**config.mk**
```make
export PLATFORM = sky130hd
export DESIGN_NAME = bbl_ctrl
export DESIGN_NICKNAME = d
export VERILOG_FILES = /design/src/rtl/bbl_pkg.sv /design/src/rtl/bbl_ctrl.sv
export SDC_FILE = /design/constraint.sdc
export NUM_CORES = 1
export LEC_CHECK = 0
export CAP_MARGIN = 20
export CORE_MARGIN = 2
export CORE_UTILIZATION = 40
export DETAILED_ROUTE_END_ITERATION = 12
export DONT_BUFFER_PORTS = 1
export GPL_ROUTABILITY_DRIVEN = 0
export GPL_TIMING_DRIVEN = 0
export PLACE_DENSITY_LB_ADDON = 0.2
export SYNTH_ARGS = -nofsm -noshare
export SYNTH_HDL_FRONTEND = slang
export SYNTH_SLANG_ARGS = --single-unit
```
**constraint.sdc**
```tcl
create_clock -name clock -period 3.08 [get_ports clock]
set_clock_uncertainty 0.15 [all_clocks]
set_input_delay 0.462 -clock clock [delete_from_list [all_inputs] [get_ports clock]]
set_output_delay 0.462 -clock clock [all_outputs]
set_load 0.005 [all_outputs]
```
**src/rtl/bbl_pkg.sv**
```systemverilog
// Shared types and constants of the byte budget LRU tag unit.
// Used by the controller, the datapath and the top level; depends on nothing.
`default_nettype none

package bbl_pkg;

   localparam int ENTRIES_DEF = 32;

   localparam int TAG_W   = 64;
   localparam int SIZE_W  = 31;
   localparam int STAMP_W = 64;
   localparam int TOTAL_W = 32;
   localparam int KIND_W  = 3;
   localparam int CSR_IDX_W = 1;
   localparam int WORD_W  = TAG_W + SIZE_W + STAMP_W;

   localparam logic [SIZE_W-1:0] BYTE_LIMIT_RESET = SIZE_W'(16 * 1024 * 1024);
   localparam logic [SIZE_W-1:0] MAX_ITEM_RESET   = SIZE_W'(6 * 1024 * 1024);

   localparam logic OP_LOOKUP = 1'b0;
   localparam logic OP_INSERT = 1'b1;

   localparam logic [CSR_IDX_W-1:0] CSR_BYTE_LIMIT = 1'b0;
   localparam logic [CSR_IDX_W-1:0] CSR_MAX_ITEM   = 1'b1;

   typedef enum logic [KIND_W-1:0] {
      KIND_HIT      = 3'd0,
      KIND_MISS     = 3'd1,
      KIND_STORED   = 3'd2,
      KIND_REJECTED = 3'd3,
      KIND_EVICTED  = 3'd4
   } kind_type;

   typedef enum logic [3:0] {
      ST_IDLE,
      ST_START,
      ST_REJECT,
      ST_SCAN_FIRST,
      ST_LOOKUP_END,
      ST_PLACE,
      ST_FULL_EVICT,
      ST_STORE,
      ST_BUDGET_CHECK,
      ST_SCAN_BUDGET,
      ST_BUDGET_EVICT
   } state_type;

   typedef struct packed {
      logic     load;
      logic     scan_start;
      logic     place;
      logic     evict;
      logic     store;
      logic     touch;
      logic     emit;
      kind_type kind;
      logic     last_always;
      logic     last_if_fits;
   } cmd_type;

   typedef struct packed {
      logic is_insert;
      logic reject;
      logic scan_done;
      logic found;
      logic free_found;
      logic over;
      logic out_free;
   } status_type;

endpackage

`default_nettype wire

```
**src/rtl/bbl_ctrl.sv**
```systemverilog
// Controller state machine: sequences capture, table scans, placement,
// eviction and result emission. Depends on bbl_pkg.
`default_nettype none

module bbl_ctrl (
   input  wire logic                 clock,
   input  wire logic                 reset,
   input  wire logic                 req_valid,
   output logic                      req_ready,
   input  wire bbl_pkg::status_type  status,
   output bbl_pkg::cmd_type          cmd
);

   import bbl_pkg::*;

   state_type state_ff, state_in;

   always_ff @(posedge clock) begin
      if (reset) begin
         state_ff <= ST_IDLE;
      end else begin
         state_ff <= state_in;
      end
   end

   always_comb begin
      state_in  = state_ff;
      req_ready = 1'b0;
      cmd       = '0;
      cmd.kind  = KIND_HIT;

      unique case (state_ff)
         ST_IDLE: begin
            req_ready = 1'b1;
            if (req_valid) begin
               cmd.load = 1'b1;
               state_in = ST_START;
            end
         end
         ST_START: begin
            if (status.is_insert && status.reject) begin
               state_in = ST_REJECT;
            end else begin
               cmd.scan_start = 1'b1;
               state_in       = ST_SCAN_FIRST;
            end
         end
         ST_REJECT: begin
            if (status.out_free) begin
               cmd.emit        = 1'b1;
               cmd.kind        = KIND_REJECTED;
               cmd.last_always = 1'b1;
               state_in        = ST_IDLE;
            end
         end
         ST_SCAN_FIRST: begin
            if (status.scan_done) begin
               state_in = status.is_insert ? ST_PLACE : ST_LOOKUP_END;
            end
         end
         ST_LOOKUP_END: begin
            if (status.out_free) begin
               cmd.emit        = 1'b1;
               cmd.last_always = 1'b1;
               cmd.touch       = status.found;
               cmd.kind        = status.found ? KIND_HIT : KIND_MISS;
               state_in        = ST_IDLE;
            end
         end
         ST_PLACE: begin
            if (status.found || status.free_found) begin
               cmd.place = 1'b1;
               state_in  = ST_STORE;
            end else begin
               state_in  = ST_FULL_EVICT;
            end
         end
         ST_FULL_EVICT: begin
            if (status.out_free) begin
               cmd.place = 1'b1;
               cmd.evict = 1'b1;
               cmd.emit  = 1'b1;
               cmd.kind  = KIND_EVICTED;
               state_in  = ST_STORE;
            end
         end
         ST_STORE: begin
            if (status.out_free) begin
               cmd.store        = 1'b1;
               cmd.emit         = 1'b1;
               cmd.kind         = KIND_STORED;
               cmd.last_if_fits = 1'b1;
               state_in         = ST_BUDGET_CHECK;
            end
         end
         ST_BUDGET_CHECK: begin
            if (status.over) begin
               cmd.scan_start = 1'b1;
               state_in       = ST_SCAN_BUDGET;
            end else begin
               state_in       = ST_IDLE;
            end
         end
         ST_SCAN_BUDGET: begin
            if (status.scan_done) begin
               state_in = ST_BUDGET_EVICT;
            end
         end
         ST_BUDGET_EVICT: begin
            if (status.out_free) begin
               cmd.evict        = 1'b1;
               cmd.emit         = 1'b1;
               cmd.kind         = KIND_EVICTED;
               cmd.last_if_fits = 1'b1;
               state_in         = ST_BUDGET_CHECK;
            end
         end
         default: begin
            state_in = ST_IDLE;
         end
      endcase
   end

endmodule

`default_nettype wire

```
Word-level counts from Yosys, hierarchy flattened --
Index checks and enable logic that the tools add are counted.
Storage, ports and cells: bits in registers 4, bits in latches 0, bits in writable memories 0, memory bits (read-only) 0, input port bits 10, output and inout bits 13, logic and storage cells 56, memories 0
Cells by class: add/sub/neg operators 0, $mul 0, div/mod/pow operators 0, order comparisons 0, eq/ne operators 16, shifts and indexed selects 0, multiplexer cells 32, bitwise gates (word level) 0, reduce and logical (&&, ||, !) cells 7
Operators with widths (number):
- 4-bit two-way mux | 9
- 4-bit case mux with 9 select lines | 1
- 4-bit by 3-bit equality test with 1-bit output (second input constant) | 4
- 4-bit case mux with 4 select lines | 1
- 1-bit two-way mux | 14
- 4-bit equality test (second input constant) | 3
- 4-bit by 2-bit equality test with 1-bit output (second input constant) | 2
- 2-bit != test (second input constant) | 4
- 1-bit case mux with 2 select lines | 4
- 6-bit two-way mux | 1
- 6-bit AND reduction | 1
- 2-bit OR reduction | 3
- 5-bit two-way mux | 1
- 4-bit by 1-bit equality test with 1-bit output (second input constant) | 1
- 4-bit zero test | 1
- 2-bit by 1-bit != test with 1-bit output (second input constant) | 2
- 2-bit two-way mux | 1
- 1-bit logical AND | 1
- 1-bit logical OR | 1

Logic depth before layout (Yosys ltp) --
Gate-level depths: netlist (run 1).
depth in word-level cells 4, gate-level depth with buffers 6, gate-level depth less buffers 4

Worst setup path before layout (run 1) --
Ideal clock, no wire load.
path kind flip-flop to flip-flop, start point register state_ff[3], end point register state_ff[3], library setup time 121 ps, data arrival time 1550 ps, required time 2809 ps, path slack 1259 ps, cell stages (with the launch flop) 6, buffers on the path 1, clock period less this slack 1821 ps, cell sequence dfxtp_1 clkbuf_8 or4b_1 a31oi_1 or3_4 mux2_4
Between the ends: longest elaborated chain between the ends 4, elaborated cells on any way between the ends 21, those cells by class 16 x eq/ne; 1 x mux; 4 x reduce/logical
RTL lines:
- from (decl) | line bbl_ctrl.sv:16 | state_type state_ff, state_in;
- from (signal assigned) | line bbl_ctrl.sv:22 | state_ff <= state_in;
- 4-bit equality test (tied with other cells) | line bbl_ctrl.sv:32 | unique case (state_ff)
- 2-bit OR reduction (no line)
- 2-bit by 1-bit != test with 1-bit output (no line)
- 6-bit AND reduction (no line)
Several ways; a longest one is shown, not always the timed one. A chain may end at the register's enable or synchronous reset.

==> impl_results.md, run 1 <==
- Nature of the critical path startpoint: flip-flop
- Worst hold path type: in2reg
- 1st-iter DRT viols: 10
- Area fraction of the dominant cell type after synthesis: 0.1293
- Total of flip-flops plus latches after synthesis: 4
- Fin crit share: 0.7322
- Setup repair after global routing missed its margin: no
- Area delta synth->final: 6.869%
- Total iterations of the first detailed-routing run: 4
- CORE AREA: 1471 um2
- Largest net degree at the start of global routing: 11
- Regs by FF count: state_ff x4
- Min Clock Period, post-route: 2.255 ns
- Area of the die: 1879 um2
- Maximum operating frequency: around 440 MHz
- Instance count after placement with tap cells included: 99
- # diodes: 0
- Setup repair bufs after CTS: 0
- Total of buffers placed on input and output ports: 0
- Highest fanout seen on the critical path: 10
- Number of vias per cell: 6.000
- Final Non-Filler Cells: 102
- Number of max-cap violations: 0
- Data arrival time of the critical path: 1.64 ns
- Clock sinks: 4
- Count of hold buffers inserted by post-cts repair: 0
- Slack of the critical path: between 0.8 and 0.9 ns
- Worst hold slack: 0.1395 ns
- Antenna-violating nets left: 0
- Flip-flop count of the largest register, all copies and words added: 4
- Post-synthesis cell count: 83
- Relative slew slack: 0.6538
- Leading area contributor after synthesis: dfxtp_1
- Total Negative Setup Slacks: 0 ns
- Hpwl dp: 1176 um
- Classification of the worst setup path: reg2out
- Total grt overflow: 0
- Top cells by area, synth: dfxtp_1 13%, clkbuf_8 6.7%, a21oi_1 4.8%, nand2_1 4.2%, nor2_1 4.2%
- Tightest Pin Transition: a little over 0.5 ns
- Ys flop type: dfxtp_1
- Die H: 43.35 um
- Post-synthesis sequential area ratio: 0.1293
- Maximum clock path buffer count: 2
- Global-route wire length before repair: about 2500 um
- Count of nets after finishing: slightly below 100
- Via count of the first global-routing pass: slightly below 600
- Leading post-synthesis cells by instance count: 7 x nand2_1, 7 x nor2_1, 6 x a21oi_1
- Net count of the mapped netlist: 93
- Wire length reported by the detailed router: 1558 um
- Area of the mapped netlist: slightly above 600 um2
- Number of placement rows: 14
- Clock-pin slew on the worst setup and hold paths: roughly 0.040 ns
- Number of H-tree branching levels: 1
- Power consumption: 359.2 uW
- Root buf cell: clkbuf_4
- Pre-CTS setup slack: 1.077 ns
- Run status: completed
- Die span in x: about 43 um
- Clock buffer count from CTS: 3
- Reported leakage power: between 0.2 and 0.25 nW
- Top Ports: 23
- DRC violations left: 0
- Post-cts resize count: 0
- Critical path required time: ~2.5 ns
- Synth unique cells: 42
- Area post-placement: approximately 640 um2
- Number of antenna violations at the first check in global routing: 0
- Layout cell share with drive strength beyond 1: 0.2209
- Capturing element type of the critical path: output pin
- Final setup violating endpoints: 0
- Number of warnings reported in the yosys synthesis log: 0
- Number of enable-type register cells in the synthesized netlist: 0
- Average cell area after synthesis: 7.462 um2
- Final-report max-slew violation count: 0
- Max IR drop VDD: 0.0002165 V
- Total power per unit cell area: 542.7 nW/um2
- End-of-flow core utilization: 0.4498
- Routed via count: ~610
- Final Hold Violating Endpoints: 0
- Share of flip-flops with an asynchronous set or reset after synthesis: 0
- Largest reg by FF count: state_ff
- Detailed-route wire length per cell: 15.27 um
- Clock tree from TritonCTS: yes
- Clock insertion delay at the later pin of the skew report: 0.24 ns
- Cell area after layout: 661.9 um2
- Global Route Usage Sum: 0.1714
- Initial Utilization: 0.4209
[path summary, 6_finish.rpt]
path,start,end,slack [ns],cells past startpoint
max,state_ff[3]$_SDFFE_PP0P_,cmd[11],0.82,4
min,reset,state_ff[2]$_SDFFE_PP0P_,0.14,1
max reg2reg,state_ff[3]$_SDFFE_PP0P_,state_ff[3]$_SDFFE_PP0P_,1.15,5
min reg2reg,state_ff[0]$_SDFFE_PP0P_,state_ff[0]$_SDFFE_PP0P_,0.65,4
[logic make-up after synthesis]
kind of cell | count (synthesis) | synth area share
and+or+nand+nor | 42 | 0.4101
AOI/OAI and AO/OA | 23 | 0.2505
buffers and inverters | 10 | 0.1434
DFF | 4 | 0.1293
xor gates and xnor gates | 3 | 0.04243
muxes | 1 | 0.02424
[worst max-delay path: stages, from the launching register on]
cell,delay (ns)
dfxtp_1,0.29
clkbuf_8,0.15
clkbuf_1,0.22
nor4_1,0.53
and2_1,0.22
[per-layer routing]
layer / track usage / routed length [um] / vias to the layer above
li1: - / - / 310
met1: 0.2423 / 754 / 275
met2: 0.2597 / 696 / 27
met3: 0.05833 / 107 / 0
met4: 0.02424 / 0 / 0
met5: 0 / 0 / -
[power breakdown]
group / internal (mW) / leakage [nW] / switching [mW] / total, mW
logic: 0.102 / 0.184 / 0.123 / 0.225
clock network: 0.0436 / 0.0138 / 0.0221 / 0.0657
registers: 0.0617 / 0.0327 / 0.00675 / 0.0684
[area by class of cell]
class                   instances  area, um2
clock buffers                   3      22.52
flip-flops and latches          4      80.08
multi-input cells              69      450.4
fillers                       158      809.5
plain buffers                   8      81.33
inverters                       2      7.507
well taps                      16      20.02
[cells in the final DEF (no fill, tap or decap), types with 2 or more instances in the layout]
cell,count
nor2_1,7
and3b_1,2
buf_2,2
nand2b_1,3
clkbuf_4,3
clkbuf_8,3
nor3_1,4
and2_1,2
xnor2_1,2
dfxtp_1,4
nor2b_1,4
a21oi_1,6
inv_1,2
nor4_1,2
nand2_1,7
o21ai_0,5
a211oi_1,2
No activity file was read; power rests on OpenSTA's default activity.
==> run 2, diff against run 1 <==
- clock period: 3.08 -> 2 ns (I/O delays scaled with it)
==> run 2 against run 1 <==
  * Final area increased by 2.1%
  * Combinational power increased by 57%
  * Critical path depth increased by 1
  * First-iteration DRC count decreased by 10%
  * Die area unchanged
  * Largest power group unchanged
  * Worst setup slack got worse by 0.77 ns
  * Routed wire length decreased by 3.0%
  * Critical path type is now reg2reg
  * Sequential power increased by 54%
  * Non-clock buffer count decreased by 1
  * Clock power increased by 54%
  * Highest routed layer unchanged
  * Global-route usage decreased by 0.17 points
==> impl_results.md, run 2 (synthesis gave the netlist of run 1 again) <==
- Run status: completed
- Tightest Pin Transition: 0.5134 ns (-0.001112 ns)
- Nature of the critical path startpoint: flip-flop
- Initial Utilization: 0.4209 (unchanged)
- Clock tree from TritonCTS: yes
- Number of vias per cell: 5.941 (-0.99%)
- Top Ports: 23 (unchanged)
- Max stage delay cell, worst path: or4b_1
- Die span in x: 43.35 um (unchanged)
- Area of the die: 1879 um2 (unchanged)
- Reported leakage power: 0.2290 nW (-0.46%)
- Number of antenna violations at the first check in global routing: 0 (unchanged)
- Min Clock Period, post-route: 1.943 ns
- Clock buffer count from CTS: 3 (unchanged)
- Flip-flop count of the largest register, all copies and words added: 4 (unchanged)
- Global-route wire length before repair: 2477 um (+0.28%)
- Crit path cell chain: clkbuf_8, or4b_1, a31oi_2, or3_4, mux2_4
- Delay of the slowest cell on the worst path: 0.55 ns (+0.02 ns)
- Antenna-violating nets left: 0 (unchanged)
- Crit-path leading delay family: simple AND/OR/NAND/NOR gates
- Data arrival time of the critical path: 1.91 ns (+0.27 ns)
- Wire length reported by the detailed router: 1511 um (-3.0%)
- Number of max-cap violations: 0 (unchanged)
- Classification of the worst setup path: reg2reg
- Highest fanout seen on the critical path: 18 (+8)
- Setup repair after global routing missed its margin: no
- CP bufs+invs: 1 (-1)
- CORE AREA: 1471 um2 (unchanged)
- Routed via count: 600 (-2.0%)
- Largest net degree at the start of global routing: 20 (+9)
- Area delta synth->final: 9.091%
- Endpoint of the worst-slack reg-to-reg timing path: state_ff[3]$_SDFFE_PP0P_
- Critical path required time: 1.97 ns (-0.50 ns)
- Maximum operating frequency: 514.6 MHz
- Number of H-tree branching levels: 1 (unchanged)
- Layout cell share with drive strength beyond 1: 0.2353 (+0.01436)
- Commonest cells after routing, fill and taps aside: 7 x nand2_1, 7 x nor2_1, 6 x a21oi_1
- Count of nets after finishing: 97 (-1.0%)
- Total power per unit cell area: 827.2 nW/um2 (+52%)
- Total Negative Setup Slacks: 0 ns (unchanged)
- CP Capture Point: state_ff[3]$_SDFFE_PP0P_
- R2r worst-path depth: 5 (unchanged)
- Total grt overflow: 0 (unchanged)
- Instance count after placement with tap cells included: 99 (unchanged)
- Die H: 43.35 um (unchanged)
- Final-report max-slew violation count: 0 (unchanged)
- Clock sinks: 4 (unchanged)
- Root buf cell: clkbuf_4
- Final Hold Violating Endpoints: 0 (unchanged)
- Via count of the first global-routing pass: 570 (-1.6%)
- Beginning of the worst hold path: reset
- # diodes: 0 (unchanged)
- Worst reg2reg startpoint: state_ff[3]$_SDFFE_PP0P_
- Max IR drop VDD: 0.0003146 V (+45%)
- Regs by FF count: state_ff x4
- Crit path from: state_ff[3]$_SDFFE_PP0P_
- Total iterations of the first detailed-routing run: 4 (unchanged)
- Maximum clock path buffer count: 2 (unchanged)
- Relative slew slack: 0.6546 (+0.0007490)
- Detailed-route wire length per cell: 14.96 um (-2.1%)
- Worst hold path type: in2reg
- Hpwl dp: 1176 um (unchanged)
- Total of buffers placed on input and output ports: 0 (unchanged)
- Pre-CTS setup slack: 0.08579 ns (-0.9914 ns)
- 1st-iter DRT viols: 9 (-1)
- Global Route Usage Sum: 0.1697 (-0.001714)
- Final Non-Filler Cells: 101 (-0.98%)
- Final setup violating endpoints: 0 (unchanged)
- Critical path depth in cells: 5 (+1)
- Slack of the critical path: 0.05659 ns (-0.7683 ns)
- DRC violations left: 0 (unchanged)
- Largest reg by FF count: state_ff
- Layout fillers: 158 (unchanged)
- Clock insertion delay at the later pin of the skew report: 0.24 ns (about the same)
- Clock-pin slew on the worst setup and hold paths: 0.04 ns (about the same)
- Capturing element type of the critical path: flip-flop
- Number of placement rows: 14 (unchanged)
- Register-to-register setup slack: 0.06 ns (-1.09 ns)
- Fin crit share: 0.9717
==> run 2: layer usage <==
metal | routed length, um | vias to the layer above | global-route usage | part of all wire
met1 | 745 | 273 | 0.2474 | 0.49
met4 | 0 | 0 | 0.01818 | 0
met5 | 0 | - | 0 | 0
met2 | 678 | 21 | 0.2507 | 0.45
li1 | - | 306 | - | -
met3 | 87 | 0 | 0.05833 | 0.058
==> run 2: final cells by class <==
type,instances,area [um2],share of cell area
Buffer,6,72.57,0.1074
Clock buffer,3,22.52,0.03333
Inverter,2,7.507,0.01111
Multi-Input combinational cell,69,462.9,0.6852
Sequential cell,4,80.08,0.1185
Tap cell,16,20.02,0.02963
Timing Repair Buffer,1,10.01,0.01481
==> run 2: where the power goes <==
group	switching [mW]	leakage [nW]	total, mW	internal (mW)
Combinational	0.190	0.183	0.353	0.162
Clock	0.0341	0.0138	0.101	0.0672
Sequential	0.0101	0.0327	0.105	0.0949
Total	0.234	0.229	0.559	0.324
==> run 2: what timing repair did <==
item,4_1_cts,5_1_grt
endpoints found under the hold margin,1,0
resized for setup,1,1
setup buffers,0,0
hold buffers,1,0
endpoints found under the setup margin,3,1
==> run 2: worst min-delay path by stage <==
stage                                           to  slack, ns  depth (start not counted)
after floorplan           state_ff[2]$_SDFFE_PP0P_       0.22                          1
after global placement    state_ff[2]$_SDFFE_PP0P_       0.23                          1
after detailed placement  state_ff[2]$_SDFFE_PP0P_       0.22                          1
after CTS                 state_ff[1]$_SDFFE_PP0P_       0.05                          1
after global routing      state_ff[1]$_SDFFE_PP0P_       0.04                          1
final                     state_ff[1]$_SDFFE_PP0P_       0.05                          1
==> run 2: per-stage QoR <==
step	total power [mW]	util	instance area, um2	hold WS (ns)
2_1_floorplan	0.3910	-	619.3	0.2191
3_3_place_gp	0.4482	0.4345	639.4	0.2287
3_5_place_dp	0.4511	0.4345	639.4	0.2231
4_1_cts	0.5613	0.4549	669.4	0.04754
5_1_grt	0.6059	0.4592	675.6	0.04185
6_report	0.5589	0.4592	675.6	0.05437
==> run 2: worst reg2reg max path, cell delays in order (launching register included) <==
cell	delay [ns]
dfxtp_1	0.29
clkbuf_8	0.17
or4b_1	0.55
a31oi_2	0.19
or3_4	0.18
mux2_4	0.30
==> run 3, diff against run 2 <==
- PLACE_DENSITY_LB_ADDON: 0.2 -> 0.05
- TNS_END_PERCENT: not set -> 50
==> run 3 against run 2 <==
  * Sequential power about the same
  * Die area unchanged
  * Critical path type unchanged
  * Core utilization up 1.8 points
  * Critical endpoint unchanged
  * Non-clock buffer count up 2
  * Critical path depth unchanged
  * Register-to-register slack about the same
  * Sequential share of layout area down 0.27 points
==> impl_results.md, run 3 (synthesis gave the netlist of run 1 again) <==
- Cell area after layout: 701.9 um2 (+3.9%)
- Highest fanout seen on the critical path: 9 (-9)
- Die H: 43.35 um (unchanged)
- Fin crit share: 0.9649 (-0.006763)
- Total of buffers placed on input and output ports: 0 (unchanged)
- Initial Utilization: 0.4209 (unchanged)
- Min Clock Period, post-route: 1.930 ns (-0.01353 ns)
- DRC violations left: 0 (unchanged)
- Total iterations of the first detailed-routing run: 4 (unchanged)
- Commonest cells after routing, fill and taps aside: 7 x nand2_1, 7 x nor2_1, 5 x o21ai_0, 5 x a21oi_1
- Maximum clock path buffer count: 2 (unchanged)
- Area post-placement: 639.4 um2 (unchanged)
- Hpwl dp: 1183 um (+0.58%)
- Die span in x: 43.35 um (unchanged)
- Number of placement rows: 14 (unchanged)
- Setup repair after global routing missed its margin: no
- Area of the die: 1879 um2 (unchanged)
- Maximum operating frequency: 518.2 MHz (+0.70%)
- Clock buffer count from CTS: 3 (unchanged)
- Largest net degree at the start of global routing: 11 (-45%)
- Total Negative Setup Slacks: 0 ns (unchanged)
- Number of antenna violations at the first check in global routing: 0 (unchanged)
- Critical path required time: 1.97 ns (about the same)
- Count of nets after finishing: 99 (+2.1%)
- Number of vias per cell: 6.155 (+3.6%)
- Total power per unit cell area: 812.5 nW/um2 (-1.8%)
- Flip-flop count of the largest register, all copies and words added: 4 (unchanged)
- Number of H-tree branching levels: 1 (unchanged)
- Global Route Usage Sum: 0.1841 (+0.01441)
- Crit-path leading delay family: simple AND/OR/NAND/NOR gates
- Regs by FF count: state_ff x4
- Layout cell share with drive strength beyond 1: 0.2759 (+0.04057)
- Final setup violating endpoints: 0 (unchanged)
- Capturing element type of the critical path: flip-flop
- Wire length reported by the detailed router: 1617 um (+7.0%)
- Detailed-route wire length per cell: 15.70 um (+4.9%)
- Number of max-cap violations: 0 (unchanged)
- Clock insertion delay at the later pin of the skew report: 0.23 ns (about the same)
- Setup repair bufs after CTS: 0 (unchanged)
- Max stage delay cell, worst path: or4b_1
- Clock-pin slew on the worst setup and hold paths: 0.04 ns (about the same)
- Routed via count: 634 (+5.7%)
- Final Hold Violating Endpoints: 0 (unchanged)
- Crit path cell chain: clkbuf_8, or4b_1, a31oi_4, or3_4, mux2_4
- Via count of the first global-routing pass: 599 (+5.1%)
- Clock sinks: 4 (unchanged)
- CP bufs+invs: 1 (unchanged)
- Data arrival time of the critical path: 1.90 ns (about the same)
- Final-report max-slew violation count: 0 (unchanged)
- Delay of the slowest cell on the worst path: 0.58 ns (+0.03 ns)
- Max IR drop VDD: 0.0004227 V (+34%)
- Largest reg by FF count: state_ff
- CORE AREA: 1471 um2 (unchanged)
- Run status: completed
- Top Ports: 23 (unchanged)
- Reported leakage power: 0.2403 nW (+4.9%)
- End-of-flow core utilization: 0.4770 (+0.01786)
- Global-route wire length before repair: 2663 um (+7.5%)
- Antenna-violating nets left: 0 (unchanged)
- Root buf cell: clkbuf_4
- Total grt overflow: 0 (unchanged)
- Worst hold path type: in2reg
- 1st-iter DRT viols: 13 (+4)
- Nature of the critical path startpoint: flip-flop
- Area delta synth->final: 13.33%
- Relative slew slack: 0.6720 (+0.01746)
- # diodes: 0 (unchanged)
- Tightest Pin Transition: 0.4874 ns (-0.02595 ns)
- Clock tree from TritonCTS: yes
- Layout fillers: 167 (+5.7%)
- Classification of the worst setup path: reg2reg
## run 3: area by class of cell
type                       count  area [um2]  area share
timing repair buffer           1       10.01     0.01426
inverter                       2       7.507     0.01070
buffer                         8       85.08      0.1212
tap                           16       20.02     0.02852
multi-input combinational     69       475.5      0.6774
clock buffer                   3       22.52     0.03209
sequential                     4       81.33      0.1159
## run 3: through the flow
stage	worst slack (ns)	total power, mW	std cells	hold slack [ns]
6_report	0.07011	0.5703	103	0.04448
5_1_grt	0.006404	0.6247	103	0.03825
4_1_cts	-0.001307	0.5661	103	0.03256
2_1_floorplan	0.1788	0.3910	83	0.2191
3_3_place_gp	0.03016	0.4523	99	0.2332
3_5_place_dp	0.03214	0.4514	99	0.2346
## run 3: report_power, final
group / internal (mW) / switching (mW)
logic: 0.167 / 0.197
registers: 0.0953 / 0.0101
clock network: 0.0672 / 0.0335
## run 3: what timing repair did
item	in CTS	in global routing
setup endpoints to repair	3	2
hold endpoints to repair	1	0
pin swaps	0	0
resized for setup	3	4
hold buffers	1	0
## run 3: worst paths after layout
check | start | to | slack [ns] | cells after the start
min reg2reg | state_ff[0]$_SDFFE_PP0P_ | state_ff[0]$_SDFFE_PP0P_ | 0.64 | 4
max reg2reg | state_ff[3]$_SDFFE_PP0P_ | state_ff[3]$_SDFFE_PP0P_ | 0.07 | 5
min | reset | state_ff[1]$_SDFFE_PP0P_ | 0.04 | 1
max | state_ff[3]$_SDFFE_PP0P_ | state_ff[3]$_SDFFE_PP0P_ | 0.07 | 5
## run 3: per-layer routing
layer  vias up  routed length (um)  track usage
li1        315                   -            -
met1       298                 747       0.2392
met2        21                 767       0.3015
met3         0                 102      0.05833
met4         0                   0      0.03636
met5         -                   0            0
